--- src/design/fcce_pkg.sv ---
// ----------------------------------------------------------------------------
// fcce_pkg
// Shared types and constants for the count code compress/expand unit.
// ----------------------------------------------------------------------------
package fcce_pkg;

  localparam int REAL_W    = 32;  // real_count field width
  localparam int CODE_W    = 7;   // count code width
  localparam int EST_W     = 13;  // expanded count width
  localparam int DIV_STEPS = 8;   // quotient bits produced by the divider

  localparam logic OP_COMPRESS = 1'b0;
  localparam logic OP_EXPAND   = 1'b1;

  localparam logic [CODE_W-1:0] CODE_DISABLED = 7'd127;
  localparam logic [CODE_W-1:0] CODE_SAT      = 7'd126;
  localparam int                PASS_MAX      = 4;

  localparam logic signed [EST_W-1:0] EST_DISABLED = -13'sd1;

  // top -> core
  typedef struct packed {
    logic start;
    logic take;
  } fcce_ctrl_t;

  // core -> top
  typedef struct packed {
    logic idle;
    logic done;
  } fcce_stat_t;

endpackage

--- src/design/fcce_if.sv ---
// ----------------------------------------------------------------------------
// fcce_if
// Valid/ready channels for input items and result items.
// ----------------------------------------------------------------------------
interface fcce_in_if
  import fcce_pkg::*;
  ();
  logic                     valid;
  logic                     ready;
  logic                     operation;
  logic signed [REAL_W-1:0] real_count;
  logic        [CODE_W-1:0] count_code;

  modport source (output valid, operation, real_count, count_code, input ready);
  modport sink   (input valid, operation, real_count, count_code, output ready);
endinterface

interface fcce_out_if
  import fcce_pkg::*;
  ();
  logic                    valid;
  logic                    ready;
  logic       [CODE_W-1:0] code_out;
  logic signed [EST_W-1:0] count_out;

  modport source (output valid, code_out, count_out, input ready);
  modport sink   (input valid, code_out, count_out, output ready);
endinterface

--- src/design/fcce_sub.sv ---
// ----------------------------------------------------------------------------
// fcce_sub
// Shared compare/subtract unit used by the square root and divide steps.
// ----------------------------------------------------------------------------
module fcce_sub #(
  parameter int WIDTH = 19
) (
  input  logic [WIDTH-1:0] a,
  input  logic [WIDTH-1:0] b,
  output logic [WIDTH-1:0] diff,
  output logic             ge
);

  logic [WIDTH:0] full;

  assign full = {1'b0, a} - {1'b0, b};
  assign diff = full[WIDTH-1:0];
  assign ge   = ~full[WIDTH];

endmodule

--- src/design/fcce_core.sv ---
// ----------------------------------------------------------------------------
// fcce_core
// Sequencer: digit-by-digit square root, then a short restoring divide,
// both through one shared subtractor. Expand mode resolves at start.
// ----------------------------------------------------------------------------
module fcce_core
  import fcce_pkg::*;
#(
  parameter int COUNT_WIDTH = 32
) (
  input  logic                     clk,
  input  logic                     rst_n,
  input  fcce_ctrl_t               ctrl,
  input  logic                     operation,
  input  logic signed [REAL_W-1:0] real_count,
  input  logic        [CODE_W-1:0] count_code,
  output fcce_stat_t               stat,
  output logic        [CODE_W-1:0] code_res,
  output logic signed  [EST_W-1:0] count_res
);

  localparam int VW    = (COUNT_WIDTH < REAL_W) ? COUNT_WIDTH : REAL_W;
  localparam int RADW  = ((VW + 2) / 2) * 2;          // radicand 2v+1, even width
  localparam int NR    = RADW / 2;                    // root bits
  localparam int SW    = NR + 2;                      // shared unit width
  localparam int CMAX  = (NR > DIV_STEPS) ? NR : DIV_STEPS;
  localparam int CW    = $clog2(CMAX);
  localparam int QW    = DIV_STEPS;

  typedef enum logic [2:0] {
    S_IDLE, S_SQRT, S_CSEL, S_DIV, S_FIN, S_DONE
  } state_t;

  state_t                  state_r;
  logic [CW-1:0]           cnt_r;
  logic [VW-1:0]           v_r;
  logic [RADW-1:0]         rad_r;
  logic [SW-1:0]           rem_r;
  logic [NR-1:0]           root_r;
  logic [CODE_W-1:0]       c_r;
  logic [QW-1:0]           qsh_r;
  logic [CODE_W-1:0]       code_r;
  logic signed [EST_W-1:0] count_r;

  // input decode
  logic [VW-1:0]     v_in;
  logic [4:0]        y;
  logic [CODE_W-1:0] fac;
  logic [EST_W-1:0]  prod;
  logic [EST_W-1:0]  est;

  assign v_in = real_count[VW-1:0];
  assign y    = count_code[6:2];
  assign fac  = count_code - {1'b0, y, 1'b0};
  assign prod = EST_W'(fac) * EST_W'({1'b0, y} + 6'd1);
  assign est  = prod + EST_W'(y[4:1]);

  // shared unit operand select
  logic [SW-1:0] alu_a, alu_b, alu_diff;
  logic          alu_ge;
  logic [SW-1:0] sq_sh;
  logic [QW-1:0] dv_sh;

  assign sq_sh = {rem_r[SW-3:0], rad_r[RADW-1 -: 2]};
  assign dv_sh = {rem_r[QW-2:0], qsh_r[QW-1]};

  always_comb begin
    if (state_r == S_DIV) begin
      alu_a = SW'(dv_sh);
      alu_b = SW'(c_r);
    end else begin
      alu_a = sq_sh;
      alu_b = {root_r, 2'b01};
    end
  end

  fcce_sub #(.WIDTH(SW)) u_sub (
    .a    (alu_a),
    .b    (alu_b),
    .diff (alu_diff),
    .ge   (alu_ge)
  );

  // divider setup and final sum
  logic [VW:0]       dbl;
  logic [VW:0]       dbl_hi;
  logic [CODE_W-1:0] s_inc;
  logic [8:0]        sum;

  assign dbl    = {v_r, 1'b0};
  assign dbl_hi = dbl >> QW;
  assign s_inc  = root_r[CODE_W-1:0] + 7'd1;
  assign sum    = 9'(c_r) + 9'(qsh_r);

  always_ff @(posedge clk) begin
    if (!rst_n) begin
      state_r <= S_IDLE;
      cnt_r   <= '0;
    end else begin
      case (state_r)
        S_IDLE: begin
          if (ctrl.start) begin
            v_r    <= v_in;
            rad_r  <= RADW'({v_in, 1'b1});
            rem_r  <= '0;
            root_r <= '0;
            cnt_r  <= CW'(NR - 1);
            if (operation == OP_EXPAND) begin
              code_r <= '0;
              if (count_code == CODE_DISABLED) begin
                count_r <= EST_DISABLED;
              end else if (count_code <= CODE_W'(PASS_MAX)) begin
                count_r <= EST_W'(count_code);
              end else begin
                count_r <= est;
              end
              state_r <= S_DONE;
            end else begin
              count_r <= '0;
              if (&v_in) begin
                code_r  <= CODE_DISABLED;
                state_r <= S_DONE;
              end else if (v_in[VW-1]) begin
                code_r  <= '0;
                state_r <= S_DONE;
              end else if (v_in <= VW'(PASS_MAX)) begin
                code_r  <= CODE_W'(v_in[2:0]);
                state_r <= S_DONE;
              end else begin
                state_r <= S_SQRT;
              end
            end
          end
        end
        S_SQRT: begin
          rad_r <= rad_r << 2;
          if (alu_ge) begin
            rem_r  <= alu_diff;
            root_r <= {root_r[NR-2:0], 1'b1};
          end else begin
            rem_r  <= sq_sh;
            root_r <= {root_r[NR-2:0], 1'b0};
          end
          cnt_r <= cnt_r - CW'(1);
          if (cnt_r == '0) begin
            state_r <= S_CSEL;
          end
        end
        S_CSEL: begin
          // root of 127 or more makes c at least 128: code saturates
          if (root_r >= NR'(CODE_DISABLED)) begin
            code_r  <= CODE_SAT;
            state_r <= S_DONE;
          end else begin
            // quotient stays below 2^8, so the high part is below c
            c_r     <= {s_inc[CODE_W-1:1], 1'b0};
            rem_r   <= SW'(dbl_hi[CODE_W-1:0]);
            qsh_r   <= dbl[QW-1:0];
            cnt_r   <= CW'(QW - 1);
            state_r <= S_DIV;
          end
        end
        S_DIV: begin
          if (alu_ge) begin
            rem_r <= alu_diff;
          end else begin
            rem_r <= SW'(dv_sh);
          end
          qsh_r <= {qsh_r[QW-2:0], alu_ge};
          cnt_r <= cnt_r - CW'(1);
          if (cnt_r == '0) begin
            state_r <= S_FIN;
          end
        end
        S_FIN: begin
          if (sum >= 9'd128) begin
            code_r <= CODE_SAT;
          end else begin
            code_r <= CODE_W'(sum - 9'd2);
          end
          state_r <= S_DONE;
        end
        S_DONE: begin
          if (ctrl.take) begin
            state_r <= S_IDLE;
          end
        end
        default: state_r <= S_IDLE;
      endcase
    end
  end

  assign stat.idle = (state_r == S_IDLE);
  assign stat.done = (state_r == S_DONE);
  assign code_res  = code_r;
  assign count_res = count_r;

endmodule

--- src/design/frequency_code_compress_expand_unit.sv ---
// ----------------------------------------------------------------------------
// frequency_code_compress_expand_unit
// Converts usage counts to 7-bit count codes and codes back to counts.
// ----------------------------------------------------------------------------
// Expand and short compress cases resolve as the input is taken; a root of 127
// or more runs the root steps and a check; other compress adds the divide steps
// and a final sum. Root bits NR = ceil((min(COUNT_WIDTH,32)+1)/2), 17 at 32.
// Throughput: one item at a time, the next input taken once the result moves
// to the output register; one root bit, then one of eight quotient bits a cycle.
// Reset: synchronous active-low rst_n returns to idle with no result pending.
module frequency_code_compress_expand_unit
  import fcce_pkg::*;
#(
  parameter int COUNT_WIDTH = 32
) (
  input  logic        clk,
  input  logic        rst_n,
  fcce_in_if.sink     in_chan,
  fcce_out_if.source  out_chan
);

  fcce_ctrl_t              ctrl;
  fcce_stat_t              stat;
  logic       [CODE_W-1:0] code_res;
  logic signed [EST_W-1:0] count_res;

  logic                    out_valid_r;
  logic       [CODE_W-1:0] out_code_r;
  logic signed [EST_W-1:0] out_count_r;

  assign in_chan.ready = stat.idle;
  assign ctrl.start    = in_chan.valid & stat.idle;
  // result moves on when the output register is empty or drains this cycle
  assign ctrl.take     = stat.done & (~out_valid_r | out_chan.ready);

  fcce_core #(.COUNT_WIDTH(COUNT_WIDTH)) u_core (
    .clk        (clk),
    .rst_n      (rst_n),
    .ctrl       (ctrl),
    .operation  (in_chan.operation),
    .real_count (in_chan.real_count),
    .count_code (in_chan.count_code),
    .stat       (stat),
    .code_res   (code_res),
    .count_res  (count_res)
  );

  always_ff @(posedge clk) begin
    if (!rst_n) begin
      out_valid_r <= 1'b0;
    end else if (ctrl.take) begin
      out_valid_r <= 1'b1;
      out_code_r  <= code_res;
      out_count_r <= count_res;
    end else if (out_chan.ready) begin
      out_valid_r <= 1'b0;
    end
  end

  assign out_chan.valid     = out_valid_r;
  assign out_chan.code_out  = out_code_r;
  assign out_chan.count_out = out_count_r;

endmodule

--- src/flat_wrapper.sv ---
// flat-port wrapper written by rule: the top's interface ports become plain ports
module frequency_code_compress_expand_unit_flat import fcce_pkg::*;
#(
  parameter int COUNT_WIDTH = 32
)
  (clk, rst_n, in_chan_valid, in_chan_operation, in_chan_real_count, in_chan_count_code, in_chan_ready, out_chan_valid, out_chan_code_out, out_chan_count_out, out_chan_ready);
  fcce_in_if in_chan_i ();
  fcce_out_if out_chan_i ();
  input  logic clk;
  input  logic rst_n;
  input wire logic [$bits(in_chan_i.valid)-1:0] in_chan_valid;
  input wire logic [$bits(in_chan_i.operation)-1:0] in_chan_operation;
  input wire logic [$bits(in_chan_i.real_count)-1:0] in_chan_real_count;
  input wire logic [$bits(in_chan_i.count_code)-1:0] in_chan_count_code;
  output wire logic [$bits(in_chan_i.ready)-1:0] in_chan_ready;
  output wire logic [$bits(out_chan_i.valid)-1:0] out_chan_valid;
  output wire logic [$bits(out_chan_i.code_out)-1:0] out_chan_code_out;
  output wire logic [$bits(out_chan_i.count_out)-1:0] out_chan_count_out;
  input wire logic [$bits(out_chan_i.ready)-1:0] out_chan_ready;
  assign in_chan_i.valid = in_chan_valid;
  assign in_chan_i.operation = in_chan_operation;
  assign in_chan_i.real_count = in_chan_real_count;
  assign in_chan_i.count_code = in_chan_count_code;
  assign in_chan_ready = in_chan_i.ready;
  assign out_chan_valid = out_chan_i.valid;
  assign out_chan_code_out = out_chan_i.code_out;
  assign out_chan_count_out = out_chan_i.count_out;
  assign out_chan_i.ready = out_chan_ready;
  frequency_code_compress_expand_unit #(.COUNT_WIDTH(COUNT_WIDTH)) u_core (.clk(clk), .rst_n(rst_n), .in_chan(in_chan_i), .out_chan(out_chan_i));
endmodule
--- config.mk ---
export PLATFORM = sky130hd
export DESIGN_NAME = frequency_code_compress_expand_unit_flat
export DESIGN_NICKNAME = d
export VERILOG_FILES = /design/src/design/fcce_pkg.sv /design/src/design/fcce_if.sv /design/src/design/fcce_sub.sv /design/src/design/fcce_core.sv /design/src/design/frequency_code_compress_expand_unit.sv /design/src/flat_wrapper.sv
export SDC_FILE = /design/constraint.sdc
export NUM_CORES = 1
export LEC_CHECK = 0
export BUFFER_PORTS_ARGS = -buffer_cell sky130_fd_sc_hd__buf_2
export CORE_ASPECT_RATIO = 1.75
export CORE_MARGIN = 5
export CORE_UTILIZATION = 45
export CTS_CLUSTER_SIZE = 25
export DETAILED_ROUTE_END_ITERATION = 6
export GPL_TIMING_DRIVEN = 0
export PLACE_DENSITY_LB_ADDON = 0.05
export RECOVER_POWER = 25
export SLEW_MARGIN = 20
export SYNTH_ARGS = -nofsm -noshare
export SYNTH_HDL_FRONTEND = slang
export SYNTH_SLANG_ARGS = --single-unit
--- constraint.sdc ---
create_clock -name clk -period 7 [get_ports clk]
set_input_delay 1.4 -clock clk [delete_from_list [all_inputs] [get_ports clk]]
set_output_delay 1.4 -clock clk [all_outputs]
set_load 0.1 [all_outputs]
==> results of run 1 <==
## through the flow
step	power [mW]	instance area, µm²	util	std cells	worst slack [ps]
floorplan	3.116	9439	-	946	907.2
global placement	3.744	10070	0.4851	1261	-18.61
detailed placement	3.776	10170	0.4901	1265	26.86
CTS	4.659	10730	0.5169	1297	458.1
global route	4.955	10700	0.5153	1297	127.6
finish	4.622	10700	0.5153	1297	416.5
## routing by layer
metal	GRT usage	wire, µm	up-vias
li1	-	-	3568
met1	0.2045	8980	3496
met2	0.4365	14850	154
met3	0.02897	613	72
met4	0.1372	1627	2
met5	0	13	-
## cells in the final DEF (no fill, tap or decap), types with 3 or more instances in the layout
cell type / count
nand2_1: 195
edfxtp_1: 136
nor2_1: 77
ha_1: 76
clkbuf_1: 49
buf_2: 49
a21oi_1: 48
inv_1: 38
o21ai_0: 33
xnor2_1: 29
fa_1: 25
and3_1: 23
nand3_1: 21
clkbuf_16: 17
nor3_1: 16
a21o_1: 15
and2_1: 14
nand4_1: 14
nor2b_1: 10
xor2_1: 10
nor4_1: 10
mux2i_1: 9
dfxtp_1: 9
a211oi_1: 8
or2_2: 7
o21a_1: 6
nand2b_1: 6
a22oi_1: 4
o41ai_1: 4
nor3b_1: 4
inv_6: 4
buf_4: 3
a22o_1: 3
o21bai_1: 3
o31ai_1: 3
a31oi_1: 3
nor4_2: 3
or4_1: 3
or3_1: 3
clkinvlp_4: 3
## registers in the layout, summed over array words and instances, names as in the netlist, 3 cells and up
name,flops
u_core.out_chan.count_out,13
u_core.u_core.qsh_r,8
u_core.u_core.rem_r,17
u_core.u_core.state_r,3
u_core.u_core.root_r,17
u_core.out_chan.code_out,7
u_core.u_core.v_r,14
u_core.u_core.count_res,13
u_core.u_core.cnt_r,5
u_core.u_core.c_r,6
u_core.u_core.code_res,7
u_core.u_core.rad_r,34
## logic make-up after synthesis
kind of cell               Yosys count  synth area share
xor gates and xnor gates            40           0.03857
buffers and inverters               75           0.03115
AOI/OAI and AO/OA                  159            0.1115
muxes                               10           0.01074
DFF                                145            0.4517
adders and majority gates          101            0.1538
and+or+nand+nor                    416            0.2025
## power by group through the flow
stage | clock network [mW] | registers (mW) | logic, mW
after floorplan | 0 | 1.43 | 1.68
after detailed placement | 0 | 1.43 | 2.35
after CTS | 0.885 | 1.41 | 2.36
after global placement | 0 | 1.43 | 2.31
after global routing | 0.921 | 1.43 | 2.60
final | 0.869 | 1.41 | 2.34
## worst max-delay path by stage
| stage | endpoint | slack [ps] | startpoint | depth (start not counted) |
|---|---|---|---|---|
| 2_1_floorplan | u_core.u_core.count_res[10]$_SDFFCE_PN0P_ | 910 | in_chan_count_code[3] | 20 |
| 3_3_place_gp | u_core.u_core.count_res[10]$_SDFFCE_PN0P_ | -20 | in_chan_count_code[3] | 21 |
| 3_5_place_dp | u_core.u_core.count_res[10]$_SDFFCE_PN0P_ | 30 | in_chan_count_code[3] | 21 |
| 4_1_cts | u_core.u_core.count_res[10]$_SDFFCE_PN0P_ | 460 | in_chan_count_code[3] | 21 |
| 5_1_grt | u_core.u_core.count_res[12]$_SDFFCE_PN0P_ | 130 | in_chan_count_code[3] | 21 |
| 6_report | u_core.u_core.count_res[10]$_SDFFCE_PN0P_ | 420 | in_chan_count_code[3] | 21 |
## area by class of cell
type | instances | area [µm²]
Buffer | 36 | 146.4
Inverter | 39 | 146.4
Fill cell | 1946 | 10060
Clock buffer | 19 | 432.9
Multi-Input combinational cell | 726 | 4921
Timing Repair Buffer | 67 | 344.1
Clock inverter | 13 | 125.1
Sequential cell | 145 | 4264
Tap cell | 252 | 315.3
## critical path: stages
cell and delay (ps):
buf_2 160, inv_1 100, ha_1 270, clkbuf_1 360, a21o_1 190, a21oi_1 90, o21bai_1 150, a21oi_1 90
xnor2_1 510, nor2_1 120, fa_1 530, fa_1 440, fa_1 510, ha_1 310, ha_1 260, or3_1 360
a21oi_1 250, o311ai_0 220, xor2_1 180, a21oi_1 160, nor2_1 50
==> summary.md, run 1 <==
| Metric | Value |
|---|---|
| Clk_lat worst skew | 430 ps |
| Crit path arrival time | 6750 ps |
| Sw Ratio | 0.4269 |
| Reg clk slew, reported paths | 70 ps |
| Worst min path class | reg2reg |
| Psw | 1.973 mW |
| RePlAce Congestion | 0.9135 |
| Most common cell in the netlist | nand2_1 |
| Post-synth EDFFs | 136 |
| Core area | 0.02076 mm² |
| Syn avg cell area | 9.978 µm² |
| DIE HEIGHT | 201.6 µm |
| Initial antenna violation count | 1 |
| Setup violations, final | 0 |
| Remaining antenna violation count | 0 |
| Post-DP HPWL | 20.57 mm |
| Clock tree buffer depth | 2 |
| Fmax achieved | 0.1519 GHz |
| Reg-to-Reg End | u_core.u_core.rem_r[2]$_DFFE_PP_ |
| P_int | 2.649 mW |
| Slew Viols, Final | 28 |
| Area contributors post-synth | edfxtp_1 43%, ha_1 10%, nand2_1 7.8% |
| Clock Sinks | 145 |
| # nets final | 1177 |
| Worst setup EP type | flop |
| Vias in the first global route | 7666 |
| Layout cells sized above 1 | 0.1005 |
| Combinational power share | 0.506 |
| CP Max Fanout | 8 |
| Mapped Area | 0.009439 mm² |
| FFs w/ async S/R, synth | 0 |
| Cell type with the largest total area after synthesis | edfxtp_1 |
| DRC | 0 |
| Vias | 7292 |
| First-pass GRT wire length | 40.45 mm |
| Hold slack final | 420.8 ps |
| Hold Path Stages | 0 |
| Io pins | 66 |
| H-tree depth | 4 |
| Status | complete, but fails checks |
| Worst R2R Path Depth | 14 |
| Pleak | 4.577 nW |
| IO buf count | 63 |
| Hold_sp | u_core.u_core.count_res[7]$_SDFFCE_PN0P_ |
| Pwr/cell area | 432.2 mW/mm² |
| Synth top cells by count | 195 x nand2_1, 136 x edfxtp_1, 78 x nor2_1, 76 x ha_1, 48 x a21oi_1 |
| Worst VDD drop | 0.2846 mV |
| Dominant synthesized flop cell | edfxtp_1 |
| Clk_skew | 9.343 ps |
| Top cell type's share of synthesized area | 0.4327 |
| Starting Density | 0.4547 |
| Num rows | 70 |
| Critical path launch point type | input pin |
| Critical R2R Launch | u_core.u_core.state_r[0]$_SDFFE_PN0P_ |
| R2r setup slk | 3050 ps |
| Hold endpoint | u_core.out_chan.count_out[7]$_DFFE_PP_ |
| ANT cells | 0 |
| Routed length per instance | 20.11 µm |
| Die area | 0.02409 mm² |
| Total negative slack | 0 ps |
| Worst-margin pin slew | 1761 ps |
| CTS Root Buffer Type | clkbuf_16 |
| Clock network power share | 0.188 |
| Largest net degree at the start of global routing | 52 |
| Req. time, crit path | 7160 ps |
| Sequential area share after synthesis | 0.4517 |
| Slew headroom | -0.1739 |
| DRT Pass-1 Iters | 6 |
| Violated checks | max-capacitance violations, max-slew violations |
| Final Cycle Share | 0.9405 |
| Sequential share of power | 0.306 |
| Final WL | 26.08 mm |
| Post-CTS resize count | 0 |
| Vias per cell | 5.622 |
| Mapped Nets | 1091 |
| Total GRT Usage | 0.2199 |
| Period minus WS final | 6583 ps |
| Drt initial violations | 451 |
| Hold_buf cts | 0 |
| Hold Vio Cnt, Final | 0 |
| Die X-Extent | 119.5 µm |
| Synth warn | 0 |
| Grt total ovfl | 0 |
| RSZ-0062 raised after global routing | false |
| Num CTS Buffers | 17 |
| Total of max-cap violations | 1 |
| Cells after Synth | 946 |
| Area Overhead vs Synth | 13.31% |
| Seq cells post-synth | 145 |
| Count of cell types in the netlist | 68 |
| CTS tree | built |
| CP Class | in2reg |
| Post-CTS Setup Inserts | 0 |
Power figures use the tool's default switching activity.
==> run 2: changes to the inputs <==
--- a/config.mk
+++ b/config.mk
@@ -5,16 +5,17 @@
 export SDC_FILE = /design/constraint.sdc
 export NUM_CORES = 1
 export LEC_CHECK = 0
-export BUFFER_PORTS_ARGS = -buffer_cell sky130_fd_sc_hd__buf_2
 export CORE_ASPECT_RATIO = 1.75
 export CORE_MARGIN = 5
 export CORE_UTILIZATION = 45
 export CTS_CLUSTER_SIZE = 25
 export DETAILED_ROUTE_END_ITERATION = 6
+export DONT_BUFFER_PORTS = 1
 export GPL_TIMING_DRIVEN = 0
 export PLACE_DENSITY_LB_ADDON = 0.05
 export RECOVER_POWER = 25
 export SLEW_MARGIN = 20
 export SYNTH_ARGS = -nofsm -noshare
 export SYNTH_HDL_FRONTEND = slang
+export SYNTH_HIERARCHICAL = 1
 export SYNTH_SLANG_ARGS = --single-unit
==> constraint.sdc (replaced) <==
create_clock -name clk -period 8.4 [get_ports clk]
set_input_delay 1.68 -clock clk [delete_from_list [all_inputs] [get_ports clk]]
set_output_delay 1.68 -clock clk [all_outputs]
set_load 0.1 [all_outputs]
==> summary.md, run 2 <==
| Metric | Value |
|---|---|
| Status | finished, final reports clean |
| ANT cells | 0 |
| Most flops, register | u_core/u_core/rad_r |
| Critical path launch point type | input pin |
| Final Cycle Share | 0.8303 |
| Critical Path, Cell by Cell | clkbuf_1 -> inv_1 -> ha_1 -> nor2b_1 -> o21a_1 -> o21bai_1 -> a211oi_1 -> a2111oi_4 -> nor2_1 -> fa_1 -> fa_1 -> fa_1 -> ha_1 -> ha_1 -> o21ai_0 -> o21ai_0 -> a31oi_1 -> xor2_1 -> o21ai_0 |
| DRT Pass-1 Iters | 7 |
| Commonest non-fill, non-tap cell in the layout | edfxtp_1 |
| Pleak | 4.147 nW |
| Synth warn | 6 |
| Crit path arrival time | 7140 ps |
| Clock tree buffer depth | 2 |
| Post-CTS Setup Inserts | 0 |
| Num CTS Buffers | 17 |
| Slew Viols, Final | 0 |
| Largest net degree at the start of global routing | 31 |
| Io pins | 66 |
| Hold Path Stages | 0 |
| Biggest regs | u_core/u_core/rad_r x34, u_core/u_core/rem_r x17, u_core/u_core/root_r x17 |
| CTS tree | built |
| CP max stage delay | 600 ps |
| Pwr Total | 3.606 mW |
| Routed length per instance | 20.80 µm |
| Clk_lat worst skew | 430 ps |
| Worst-margin pin slew | 1170 ps |
| Die X-Extent | 121.1 µm |
| Reg clk slew, reported paths | 60 ps |
| Post-CTS resize count | 0 |
| Syn avg cell area | 10.96 µm² |
| CTS Root Buffer Type | clkbuf_16 |
| Placement Cell Area | 0.01014 mm² |
| Finished Cell Area | 0.01071 mm² |
| Post-DP HPWL | 20.14 mm |
| Fill count | 1998 |
| Vias per cell | 5.612 |
| # nets final | 1055 |
| CP Max Fanout | 9 |
| Worst path slowest cell | a2111oi_4 |
| Cells after Synth | 887 |
| Psw | 1.426 mW |
| Vias | 6807 |
| Clk_skew | 9.066 ps |
| Post-route core utilization | 0.5004 |
| Pwr/cell area | 336.6 mW/mm² |
| Remaining antenna violation count | 0 |
| Critical R2R Launch | u_core/u_core/state_r[0]$_SDFFE_PN0P_ |
| Grt total ovfl | 0 |
| Drt initial violations | 341 |
| Mapped Nets | 1034 |
| Worst VDD drop | 0.2060 mV |
| Num rows | 71 |
| Most frequent cells in the layout | 136 x edfxtp_1, 81 x nor2_1, 78 x ha_1 |
| DIE HEIGHT | 204.4 µm |
| Initial antenna violation count | 0 |
| Multi-input logic area | 0.005086 mm² |
| Vias in the first global route | 7458 |
| Die area | 0.02476 mm² |
| Sw Ratio | 0.3954 |
| Total negative slack | 0 ps |
| Core area | 0.02141 mm² |
| DRC | 0 |
| Hold Vio Cnt, Final | 0 |
| Fmax achieved | 0.1434 GHz |
| Worst R2R Path Depth | 16 |
| Final WL | 25.23 mm |
| Worst setup EP type | flop |
| IO buf count | 0 |
| R2r setup slk | 3310 ps |
| Slew headroom | 0.2199 |
| RSZ-0062 raised after global routing | false |
| First-pass GRT wire length | 40.12 mm |
| Clock network power share | 0.217 |
| Period minus WS final | 6974 ps |
| Hold endpoint | u_core/out_chan.count_out[3]$_DFFE_PP_ |
| Reg-to-Reg End | u_core/u_core/rem_r[3]$_DFFE_PP_ |
| Setup violations, final | 0 |
| Sequential share of power | 0.322 |
| CP Class | in2reg |
| H-tree depth | 4 |
| Mapped Area | 0.009722 mm² |
| Area Overhead vs Synth | 10.21% |
| Clock Sinks | 145 |
| RePlAce Congestion | 0.8889 |
| P_int | 2.180 mW |
| Layout cells sized above 1 | 0.1227 |
| WP buf/inv | 2 |
| Crit path max-delay family | adder cells |
| Starting Density | 0.4541 |
| Combinational power share | 0.461 |
| Register Area | 0.004264 mm² |
| Hold_sp | u_core/u_core/count_res[3]$_SDFFCE_PN0P_ |
| Total GRT Usage | 0.2139 |
| Hold_buf cts | 0 |
| Worst min path class | reg2reg |
| Max reg flops | 34 |
| Total of max-cap violations | 0 |
| Hold slack final | 419.8 ps |
| Req. time, crit path | 8560 ps |
-- run 2: power by group through the flow --
stage	logic [mW]	clock network, mW	registers, mW
2_1_floorplan	1.27	0	1.15
3_3_place_gp	1.61	0	1.18
3_5_place_dp	1.67	0	1.18
4_1_cts	1.68	0.803	1.16
5_1_grt	1.86	0.832	1.18
6_report	1.66	0.783	1.16
-- run 2: cell type report --
class	count	area share
buffer	27	0.01039
clock buffer	18	0.04006
clock inverter	14	0.01670
inverter	63	0.02207
multi-input combinational	652	0.4747
sequential	145	0.3980
tap	292	0.03410
timing repair buffer	2	0.003971
-- run 2: routing by layer --
metal	GRT usage	share of wire	wire length [µm]	up-vias
li1	-	-	-	3278
met1	0.1975	0.33	8436	3296
met2	0.4148	0.57	14320	159
met3	0.03545	0.033	823	74
met4	0.1447	0.065	1650	0
met5	0	0	0	-
-- run 2: worst reg2reg max path, stage by stage (launching register included) --
cell	delay (ps)
dfxtp_1	320
clkbuf_1	370
inv_1	190
nor2_1	170
nand2_1	300
clkbuf_1	390
mux2_2	370
ha_1	390
o2111ai_1	310
a211oi_2	420
nor4_1	120
o21ai_0	200
clkbuf_1	420
clkbuf_1	510
nor2_1	110
a21oi_1	130
o21ai_0	100
-- run 2: through the flow --
| step | instances | setup slack (ps) |
|---|---|---|
| floorplan | 887 | 1870 |
| global route | 1213 | 1014 |
| CTS | 1213 | 1409 |
| detailed placement | 1181 | 986.0 |
| finish | 1213 | 1426 |
| global placement | 1179 | 1049 |
-- run 2: how the worst max path moves through the flow --
stage,from,endpoint,slack (ps),cells after the start
global route,in_chan_count_code[2],u_core/u_core/count_res[11]$_SDFFCE_PN0P_,1010,19
global placement,in_chan_count_code[2],u_core/u_core/count_res[11]$_SDFFCE_PN0P_,1050,19
finish,in_chan_count_code[2],u_core/u_core/count_res[11]$_SDFFCE_PN0P_,1430,19
CTS,in_chan_count_code[2],u_core/u_core/count_res[11]$_SDFFCE_PN0P_,1410,19
detailed placement,in_chan_count_code[2],u_core/u_core/count_res[11]$_SDFFCE_PN0P_,990,19
floorplan,in_chan_count_code[2],u_core/u_core/count_res[11]$_SDFFCE_PN0P_,1870,19
